<file path="src/sv/rtp_pkg.sv">
// shared types and constants of the relay time-proportioning pwm
// no dependencies, compile first
package rtp_pkg;

    typedef logic [31:0] stamp_t;
    typedef logic [15:0] ms16_t;
    typedef logic [13:0] duty_t;
    typedef logic [29:0] prod_t;
    typedef logic [6:0]  pct_t;

    localparam int unsigned CFG_INDEX_W = 3;
    localparam int unsigned CFG_DATA_W  = 16;

    typedef enum logic [CFG_INDEX_W-1:0] {
        CFG_CYCLE_LENGTH  = 3'd0,
        CFG_MIN_DUTY      = 3'd1,
        CFG_SAMPLE_PERIOD = 3'd2,
        CFG_MANUAL_MODE   = 3'd3,
        CFG_MANUAL_POWER  = 3'd4
    } cfg_index_t;

    // full scale duty, hundredths of a percent
    localparam duty_t FULL_DUTY = 14'd10000;
    localparam prod_t FULL_PROD = 30'd10000;
    localparam duty_t PCT_SCALE = 14'd100;

    // floor(2^30 / 10000): quotient estimate is exact or one low
    localparam int unsigned RECIP_SHIFT = 30;
    localparam logic [16:0] RECIP_MULT  = 17'd107374;

    // register reset values
    localparam ms16_t CYCLE_LENGTH_RST  = 16'd10000;
    localparam duty_t MIN_DUTY_RST      = 14'd500;
    localparam duty_t SAMPLE_PERIOD_RST = 14'd100;

    typedef struct packed {
        logic heater_on;
        logic cycle_started;
        logic output_sampled;
    } rtp_flags_t;

endpackage

</file>
<file path="src/sv/rtp_in_if.sv">
// input item channel: timestamp and controller output
// depends on rtp_pkg
interface rtp_in_if;
    import rtp_pkg::*;

    logic   valid;
    logic   ready;
    stamp_t now_ms;
    duty_t  ctrl_output;

    modport source (output valid, output now_ms, output ctrl_output, input ready);
    modport sink (input valid, input now_ms, input ctrl_output, output ready);
endinterface

</file>
<file path="src/sv/rtp_out_if.sv">
// result channel: relay level, cycle start, on-time, sample flag
// depends on rtp_pkg
interface rtp_out_if;
    import rtp_pkg::*;

    logic  valid;
    logic  ready;
    logic  heater_on;
    logic  cycle_started;
    ms16_t on_time_ms;
    logic  output_sampled;

    modport source (output valid, output heater_on, output cycle_started,
                    output on_time_ms, output output_sampled, input ready);
    modport sink (input valid, input heater_on, input cycle_started,
                  input on_time_ms, input output_sampled, output ready);
endinterface

</file>
<file path="src/sv/rtp_cfg_if.sv">
// configuration write channel: register index and write data
// depends on rtp_pkg
interface rtp_cfg_if;
    import rtp_pkg::*;

    logic                  valid;
    logic                  ready;
    logic [CFG_INDEX_W-1:0] index;
    logic [CFG_DATA_W-1:0]  data;

    modport source (output valid, output index, output data, input ready);
    modport sink (input valid, input index, input data, output ready);
endinterface

</file>
<file path="src/sv/relay_time_proportioning_pwm_top.sv">
// relay time-proportioning pwm, top level
// depends on rtp_pkg, rtp_in_if, rtp_out_if, rtp_cfg_if
//
// result path: an accepted item passes the s1, s2 and out registers, in that order, before it is valid
// throughput: one item per cycle while result.ready does not stall the pipeline; the per-item state loop (duty select,
//   min-duty rounding, 14x16 on-product multiply, on-time compare) has no register inside it
// reset: asynchronous active low; configuration, state and valid registers take their reset values, relay off
module relay_time_proportioning_pwm_top (
    input  logic       clk,
    input  logic       rst_n,
    rtp_in_if.sink     item,
    rtp_cfg_if.sink    cfg,
    rtp_out_if.source  result
);
    import rtp_pkg::*;

    // configuration registers
    ms16_t cycle_len_reg;
    duty_t min_duty_reg;
    duty_t sample_period_reg;
    logic  manual_reg;
    pct_t  manual_pct_reg;

    // block state; the on-time is held as its undivided product duty * cycle
    stamp_t cycle_start_reg;
    stamp_t last_sample_reg;
    duty_t  pending_reg;
    prod_t  prod_reg;
    logic   relay_reg;

    // result pipeline
    logic       s1_valid_reg, s2_valid_reg, out_valid_reg;
    prod_t      s1_prod_reg, s2_prod_reg;
    rtp_flags_t s1_flags_reg, s2_flags_reg, out_flags_reg;
    ms16_t      s2_quot_reg;
    ms16_t      out_on_time_reg;

    // config writes are always taken
    assign cfg.ready = 1'b1;

    always_ff @(posedge clk or negedge rst_n)
    begin
        if (!rst_n)
        begin
            cycle_len_reg     <= CYCLE_LENGTH_RST;
            min_duty_reg      <= MIN_DUTY_RST;
            sample_period_reg <= SAMPLE_PERIOD_RST;
            manual_reg        <= 1'b0;
            manual_pct_reg    <= '0;
        end
        else if (cfg.valid)
        begin
            case (cfg_index_t'(cfg.index))
                CFG_CYCLE_LENGTH:  cycle_len_reg     <= cfg.data;
                CFG_MIN_DUTY:      min_duty_reg      <= cfg.data[13:0];
                CFG_SAMPLE_PERIOD: sample_period_reg <= cfg.data[13:0];
                CFG_MANUAL_MODE:   manual_reg        <= cfg.data[0];
                CFG_MANUAL_POWER:  manual_pct_reg    <= cfg.data[6:0];
                default:           ;
            endcase
        end
    end

    // pipeline handshake: each stage moves when the one after it can take data
    logic out_adv, s2_ready, s1_ready, item_xfer;

    assign out_adv   = !out_valid_reg || result.ready;
    assign s2_ready  = !s2_valid_reg || out_adv;
    assign s1_ready  = !s1_valid_reg || s2_ready;
    assign item.ready = s1_ready;
    assign item_xfer = item.valid && s1_ready;

    // ---- per-item state update ----
    duty_t  min_clamped, ctrl_clamped, manual_scaled, manual_clamped;
    duty_t  duty_raw, duty_round;
    stamp_t since_sample, elapsed;
    logic   sample_due, cycle_due, on_expired;
    prod_t  elapsed_scaled, prod_new, prod_next;
    logic   relay_next;

    assign min_clamped    = (min_duty_reg > FULL_DUTY) ? FULL_DUTY : min_duty_reg;
    assign ctrl_clamped   = (item.ctrl_output > FULL_DUTY) ? FULL_DUTY : item.ctrl_output;
    assign manual_scaled  = {7'd0, manual_pct_reg} * PCT_SCALE;
    assign manual_clamped = (manual_scaled > FULL_DUTY) ? FULL_DUTY : manual_scaled;

    // auto mode samples the controller once per sample period (wrapping time)
    assign since_sample = item.now_ms - last_sample_reg;
    assign sample_due   = !manual_reg && (since_sample >= {18'd0, sample_period_reg});

    always_comb
    begin
        if (manual_reg)
            duty_raw = manual_clamped;
        else if (sample_due)
            duty_raw = ctrl_clamped;
        else
            duty_raw = pending_reg;
    end

    // a small nonzero duty snaps to the minimum or to zero, break at half
    always_comb
    begin
        duty_round = duty_raw;
        if (duty_raw != '0 && duty_raw < min_clamped)
            duty_round = ({duty_raw, 1'b0} >= {1'b0, min_clamped}) ? min_clamped : '0;
    end

    assign elapsed = item.now_ms - cycle_start_reg;

    // elapsed > floor(prod / 10000) is the same as prod < elapsed * 10000;
    // any elapsed of 2^16 or more exceeds every possible on-time
    assign elapsed_scaled = {14'd0, elapsed[15:0]} * FULL_PROD;
    assign on_expired     = (elapsed[31:16] != '0) || (prod_reg < elapsed_scaled);

    assign cycle_due = elapsed > {16'd0, cycle_len_reg};
    assign prod_new  = {16'd0, duty_round} * {14'd0, cycle_len_reg};
    assign prod_next = cycle_due ? prod_new : prod_reg;

    always_comb
    begin
        relay_next = relay_reg && !on_expired;
        // a new cycle with a nonzero on-time turns the relay on
        if (cycle_due && prod_new >= FULL_PROD)
            relay_next = 1'b1;
    end

    always_ff @(posedge clk or negedge rst_n)
    begin
        if (!rst_n)
        begin
            cycle_start_reg <= '0;
            last_sample_reg <= '0;
            pending_reg     <= '0;
            prod_reg        <= '0;
            relay_reg       <= 1'b0;
        end
        else if (item_xfer)
        begin
            if (sample_due)
                last_sample_reg <= item.now_ms;
            if (cycle_due)
                cycle_start_reg <= item.now_ms;
            pending_reg <= duty_round;
            prod_reg    <= prod_next;
            relay_reg   <= relay_next;
        end
    end

    // ---- result pipeline valid bits ----
    always_ff @(posedge clk or negedge rst_n)
    begin
        if (!rst_n)
        begin
            s1_valid_reg  <= 1'b0;
            s2_valid_reg  <= 1'b0;
            out_valid_reg <= 1'b0;
        end
        else
        begin
            if (s1_ready)
                s1_valid_reg <= item.valid;
            if (s2_ready)
                s2_valid_reg <= s1_valid_reg;
            if (out_adv)
                out_valid_reg <= s2_valid_reg;
        end
    end

    // stage 2: reciprocal estimate of prod / 10000, exact or one low
    logic [46:0] recip_prod;
    assign recip_prod = {17'd0, s1_prod_reg} * {30'd0, RECIP_MULT};

    // stage 3: one remainder check fixes the estimate
    prod_t remainder;
    ms16_t on_time_fixed;
    assign remainder     = s2_prod_reg - ({14'd0, s2_quot_reg} * FULL_PROD);
    assign on_time_fixed = s2_quot_reg + {15'd0, (remainder >= FULL_PROD)};

    always_ff @(posedge clk)
    begin
        if (item_xfer)
        begin
            s1_prod_reg                 <= prod_next;
            s1_flags_reg.heater_on      <= relay_next;
            s1_flags_reg.cycle_started  <= cycle_due;
            s1_flags_reg.output_sampled <= sample_due;
        end
        if (s2_ready && s1_valid_reg)
        begin
            s2_prod_reg  <= s1_prod_reg;
            s2_quot_reg  <= recip_prod[RECIP_SHIFT +: 16];
            s2_flags_reg <= s1_flags_reg;
        end
        if (out_adv && s2_valid_reg)
        begin
            out_on_time_reg <= on_time_fixed;
            out_flags_reg   <= s2_flags_reg;
        end
    end

    assign result.valid          = out_valid_reg;
    assign result.heater_on      = out_flags_reg.heater_on;
    assign result.cycle_started  = out_flags_reg.cycle_started;
    assign result.output_sampled = out_flags_reg.output_sampled;
    assign result.on_time_ms     = out_on_time_reg;

    // ---- checks ----

    // a cycle that starts with a nonzero on-time drives the relay on
    a_start_turns_on: assert property (@(posedge clk) disable iff (!rst_n)
        s1_valid_reg && s1_flags_reg.cycle_started && (s1_prod_reg >= FULL_PROD)
        |-> s1_flags_reg.heater_on)
        else $error("cycle started with nonzero on-time but relay is off");

    // the reciprocal estimate is never more than one low
    a_quot_bound: assert property (@(posedge clk) disable iff (!rst_n)
        s2_valid_reg |-> (remainder < {FULL_PROD[28:0], 1'b0}))
        else $error("on-time quotient estimate out of range");

    // with the relay off, only a new cycle can turn it on
    a_relay_hold_off: assert property (@(posedge clk) disable iff (!rst_n)
        item_xfer && !relay_reg && !cycle_due |=> !relay_reg)
        else $error("relay turned on without a new cycle");

endmodule

</file>
<file path="src/flat_wrapper.sv">
// flat-port wrapper written by rule: the top's interface ports become plain ports
module relay_time_proportioning_pwm_top_flat import rtp_pkg::*;
  (clk, rst_n, item_valid, item_now_ms, item_ctrl_output, item_ready, cfg_valid, cfg_index, cfg_data, cfg_ready, result_valid, result_heater_on, result_cycle_started, result_on_time_ms, result_output_sampled, result_ready);
  rtp_in_if item_i ();
  rtp_cfg_if cfg_i ();
  rtp_out_if result_i ();
  input  logic clk;
  input  logic rst_n;
  input wire logic [$bits(item_i.valid)-1:0] item_valid;
  input wire logic [$bits(item_i.now_ms)-1:0] item_now_ms;
  input wire logic [$bits(item_i.ctrl_output)-1:0] item_ctrl_output;
  output wire logic [$bits(item_i.ready)-1:0] item_ready;
  input wire logic [$bits(cfg_i.valid)-1:0] cfg_valid;
  input wire logic [$bits(cfg_i.index)-1:0] cfg_index;
  input wire logic [$bits(cfg_i.data)-1:0] cfg_data;
  output wire logic [$bits(cfg_i.ready)-1:0] cfg_ready;
  output wire logic [$bits(result_i.valid)-1:0] result_valid;
  output wire logic [$bits(result_i.heater_on)-1:0] result_heater_on;
  output wire logic [$bits(result_i.cycle_started)-1:0] result_cycle_started;
  output wire logic [$bits(result_i.on_time_ms)-1:0] result_on_time_ms;
  output wire logic [$bits(result_i.output_sampled)-1:0] result_output_sampled;
  input wire logic [$bits(result_i.ready)-1:0] result_ready;
  assign item_i.valid = item_valid;
  assign item_i.now_ms = item_now_ms;
  assign item_i.ctrl_output = item_ctrl_output;
  assign item_ready = item_i.ready;
  assign cfg_i.valid = cfg_valid;
  assign cfg_i.index = cfg_index;
  assign cfg_i.data = cfg_data;
  assign cfg_ready = cfg_i.ready;
  assign result_valid = result_i.valid;
  assign result_heater_on = result_i.heater_on;
  assign result_cycle_started = result_i.cycle_started;
  assign result_on_time_ms = result_i.on_time_ms;
  assign result_output_sampled = result_i.output_sampled;
  assign result_i.ready = result_ready;
  relay_time_proportioning_pwm_top u_core (.clk(clk), .rst_n(rst_n), .item(item_i), .cfg(cfg_i), .result(result_i));
endmodule
</file>
<file path="config.mk">
export PLATFORM = sky130hd
export DESIGN_NAME = relay_time_proportioning_pwm_top_flat
export DESIGN_NICKNAME = d
export VERILOG_FILES = /design/src/sv/rtp_pkg.sv /design/src/sv/rtp_in_if.sv /design/src/sv/rtp_out_if.sv /design/src/sv/rtp_cfg_if.sv /design/src/sv/relay_time_proportioning_pwm_top.sv /design/src/flat_wrapper.sv
export SDC_FILE = /design/constraint.sdc
export NUM_CORES = 2
export LEC_CHECK = 0
export BUFFER_PORTS_ARGS = -buffer_cell sky130_fd_sc_hd__buf_4
export CAP_MARGIN = 20
export CORE_MARGIN = 8
export CORE_UTILIZATION = 50
export CTS_CLUSTER_DIAMETER = 50
export DETAILED_ROUTE_END_ITERATION = 6
export GPL_TIMING_DRIVEN = 0
export PLACE_DENSITY = 0.66
export SYNTH_ARGS = -nofsm -noshare
export SYNTH_HDL_FRONTEND = slang
export SYNTH_SLANG_ARGS = --single-unit
</file>
<file path="constraint.sdc">
create_clock -name clk -period 39.3 [get_ports clk]
set_input_delay 7.86 -clock clk [delete_from_list [all_inputs] [get_ports clk]]
set_output_delay 7.86 -clock clk [all_outputs]
set_load 0.005 [all_outputs]
</file>
==> metrics.md <==
| Metric | Value |
|---|---|
| Status | `finished, final reports clean` |
| Register Area | `roughly 7000 um^2` |
| Mapped Avg Cell Area | `between 9 and 10 um^2` |
| Pin count of the biggest net entering global routing | `between 100 and 150` |
| Required @ worst endpoint | `between 30 and 40 ns` |
| Yosys cell types | `100` |
| Fill cells | `slightly above 7000` |
| Share of cells above drive strength 1 | `under 10%` |
| Root Buffer | `clkbuf_16` |
| Number of global-route vias before repair | `between 30000 and 40000` |
| # DRC | `0` |
| Vias | `29300` |
| Dpl hpwl | `about 83000 um` |
| Cells after synthesis | `roughly 4200` |
| Row Count | `between 100 and 150` |
| Min-delay worst type | `reg2reg` |
| Synthesized area | `slightly below 40000 um^2` |
| Die Span Y | `295 um` |
| Die Wd | `295 um` |
| FF+latch count, synth | `about 260` |
| Initial antenna violation count | `2` |
| Global-route wire length before repair | `~160000 um` |
| I/O pin count | `92` |
| RSZ-0062 raised after global routing | `no` |
| Hold bufs inserted after CTS | `0` |
| Syn. warnings | `0` |
| Dominant synthesized flop cell | `dfrtp_1` |
| Final Hold Fails | `0` |
| Port bufs | `90` |
| Fin. max-slew vios | `0` |
| Clk buf depth | `3` |
| Critical path start-end classification | `in2reg` |
| Max Clock Freq | `44.3 MHz` |
| Initial DRC Count | `1500` |
| Hold Path Stages | `0` |
| Die outline area | `approximately 87000 um^2` |
| Core box area | `approximately 77000 um^2` |
| Routed len/inst | `around 18 um` |
| Slew at the pin closest to its max-slew limit | `about 0.96 ns` |
| Starting Density | `between 50% and 60%` |
| Area occupied by multi-input gates | `approximately 28000 um^2` |
| CTS tree | `built` |
| GRT Util Overall | `roughly 23%` |
| Gpl congestion | `0.947` |
| Worst path slowest cell | `fa_1` |
| Crit. End Element | `flip-flop` |
| Vias/cell | `5.37` |
| Worst setup SP type | `input port` |
| Grt ovf | `0` |
| Htree depth | `2` |
| WL final | `about 98000 um` |
| Final nets | `about 5500` |
| R2R cell count | `58` |
| Critical Path Max Stage Delay | `between 0.5 and 0.6 ns` |
| Critical path fanouts, max | `10` |
| Setup bufs post-CTS | `0` |
| Final Critical Period | `about 23 ns` |
| Post-synth ARST share | `62.8%` |
| # resized after CTS | `0` |
| TritonCTS sink count | `~260` |
| Clock skew | `0.0430 ns` |
| Crit path DAT | `between 20 and 25 ns` |
| Slew headroom | `a little over a third` |
| Count of final setup violators | `0` |
| Number of synthesized flops with an enable pin | `between 90 and 100` |
| Sequential area share after synthesis | `a little under a fifth` |
| Clock-pin slew on the worst setup and hold paths | `0.06 ns` |
| Area Overhead vs Synth | `9.64%` |
| Final TNS setup | `0 ns` |
| Detail Route Antenna Nets | `0` |
| Clk_lat worst skew | `about 0.6 ns` |
| CTS buffer count | `between 40 and 50` |
| Final period util | `57.4%` |
| Syn_nets | `5349` |
| Drt pass-1 iters | `5` |
| Max-Cap Viols | `0` |
==> cells in the mapped netlist, types with 15 or more instances <==
cell,instances,share of area (%)
inv_1,851,8.2
clkbuf_1,61,0.59
a21oi_1,164,2.1
and2_1,90,1.5
nor3_1,59,0.76
xnor2_1,92,2.1
nor2b_1,49,0.79
nand2_1,432,4.2
buf_2,17,0.22
xor2_1,47,1.1
nand4_1,40,0.64
nor4_1,26,0.42
nand3_1,49,0.63
ha_1,602,19
nand2b_1,53,0.85
a211oi_1,30,0.58
o21a_1,42,0.81
o21ai_0,225,2.9
dfrtp_1,150,9.7
mux2i_1,16,0.41
edfxtp_1,97,7.5
nor2_1,173,1.7
and3_1,15,0.24
mux2_2,47,1.4
or3_1,15,0.24
fa_1,447,23
a21o_1,61,1.2
o211ai_1,20,0.39
==> cell families (layout without fill, tap and decap cells) <==
group	Yosys count	in the layout	synth area share, %
mux	65	65	1.84
fa+ha+maj	1049	1049	42.5
xor+xnor	139	139	3.14
other cells	1	2	0.00966
simple gates	1068	1068	13.3
buf+inv	945	1130	9.36
compound gates	702	702	11.8
flops	261	261	18.1
==> through the flow <==
step	utilization [%]	std cells	worst slack, ns	hold WS (ns)	area (um^2)
after floorplan	-	4230	18.53	0.400	38800
final	55.1	5456	16.74	0.420	42600
after CTS	55.1	5455	16.80	0.420	42600
after detailed placement	53.0	5366	16.16	0.406	40900
after global placement	52.8	5360	16.25	0.411	40800
after global routing	55.1	5456	15.89	0.433	42600
==> path summary, 6_finish.rpt <==
kind                                                       start                                endpoint  slack (ns)
min in group asynchronous                                  rst_n  u_core.last_sample_reg[19]$_DFFE_PN0P_        7.32
min reg2reg                     u_core.s2_flags_reg[1]$_DFFE_PP_   u_core.result.cycle_started$_DFFE_PP_        0.42
max                                               item_now_ms[4]        u_core.s1_flags_reg[2]$_DFFE_PP_       16.74
max in group asynchronous                                  rst_n         u_core.prod_reg[16]$_DFFE_PN0P_       31.12
min                             u_core.s2_flags_reg[1]$_DFFE_PP_   u_core.result.cycle_started$_DFFE_PP_        0.42
max reg2reg                u_core.last_sample_reg[4]$_DFFE_PN0P_        u_core.s1_flags_reg[2]$_DFFE_PP_       23.76
==> cell type report <==
class                           count  area share, %
Sequential cell                   261           16.5
Buffer                             94           1.03
Timing Repair Buffer               96           1.81
Inverter                          851           7.50
Antenna cell                        1        0.00588
Tap cell                         1040           3.06
Clock buffer                       59           3.01
Clock inverter                     30          0.879
Multi-Input combinational cell   3024           66.2
==> cell usage in the layout, fill, tap and decap left out, drive strengths merged, types with 9 or more instances in the layout <==
cell and n:
a211oi 31, a21boi 10, a21o 61, a21oi 166, a221o 9, a31oi 14
and2 90, and3 15, buf 128, clkbuf 121, dfrtp 150, dfstp 14
edfxtp 97, fa 447, ha 602, inv 866, mux2 48, mux2i 17
nand2 433, nand2b 53, nand3 50, nand4 40, nor2 183, nor2b 49
nor3 61, nor4 27, o211ai 20, o21a 42, o21ai 234, o22ai 9
o31ai 19, or2 12, or3 15, xnor2 92, xor2 47
==> layer usage <==
layer  global-route usage [%]  wire length, um  up-vias
met5                        0               14        -
met4                     8.04             3770        2
met3                     3.33             4490      188
met2                     39.3            47000      669
met1                     29.4            43200    14200
li1                         -                -    14200
==> worst max-delay path: cells and delay by family <==
family                   cells  cell delay [ns]
multiplexers                 1             0.46
buffers and inverters       10             1.19
adder cells (fa/ha/maj)     10             4.21
AO/OA/AOI/OAI               19             4.23
AND/OR/NAND/NOR             16             4.45
XOR/XNOR                     2             0.47
Power is not shown: default switching activity piles up to over one toggle a cycle in this logic, so the estimate is an artifact.
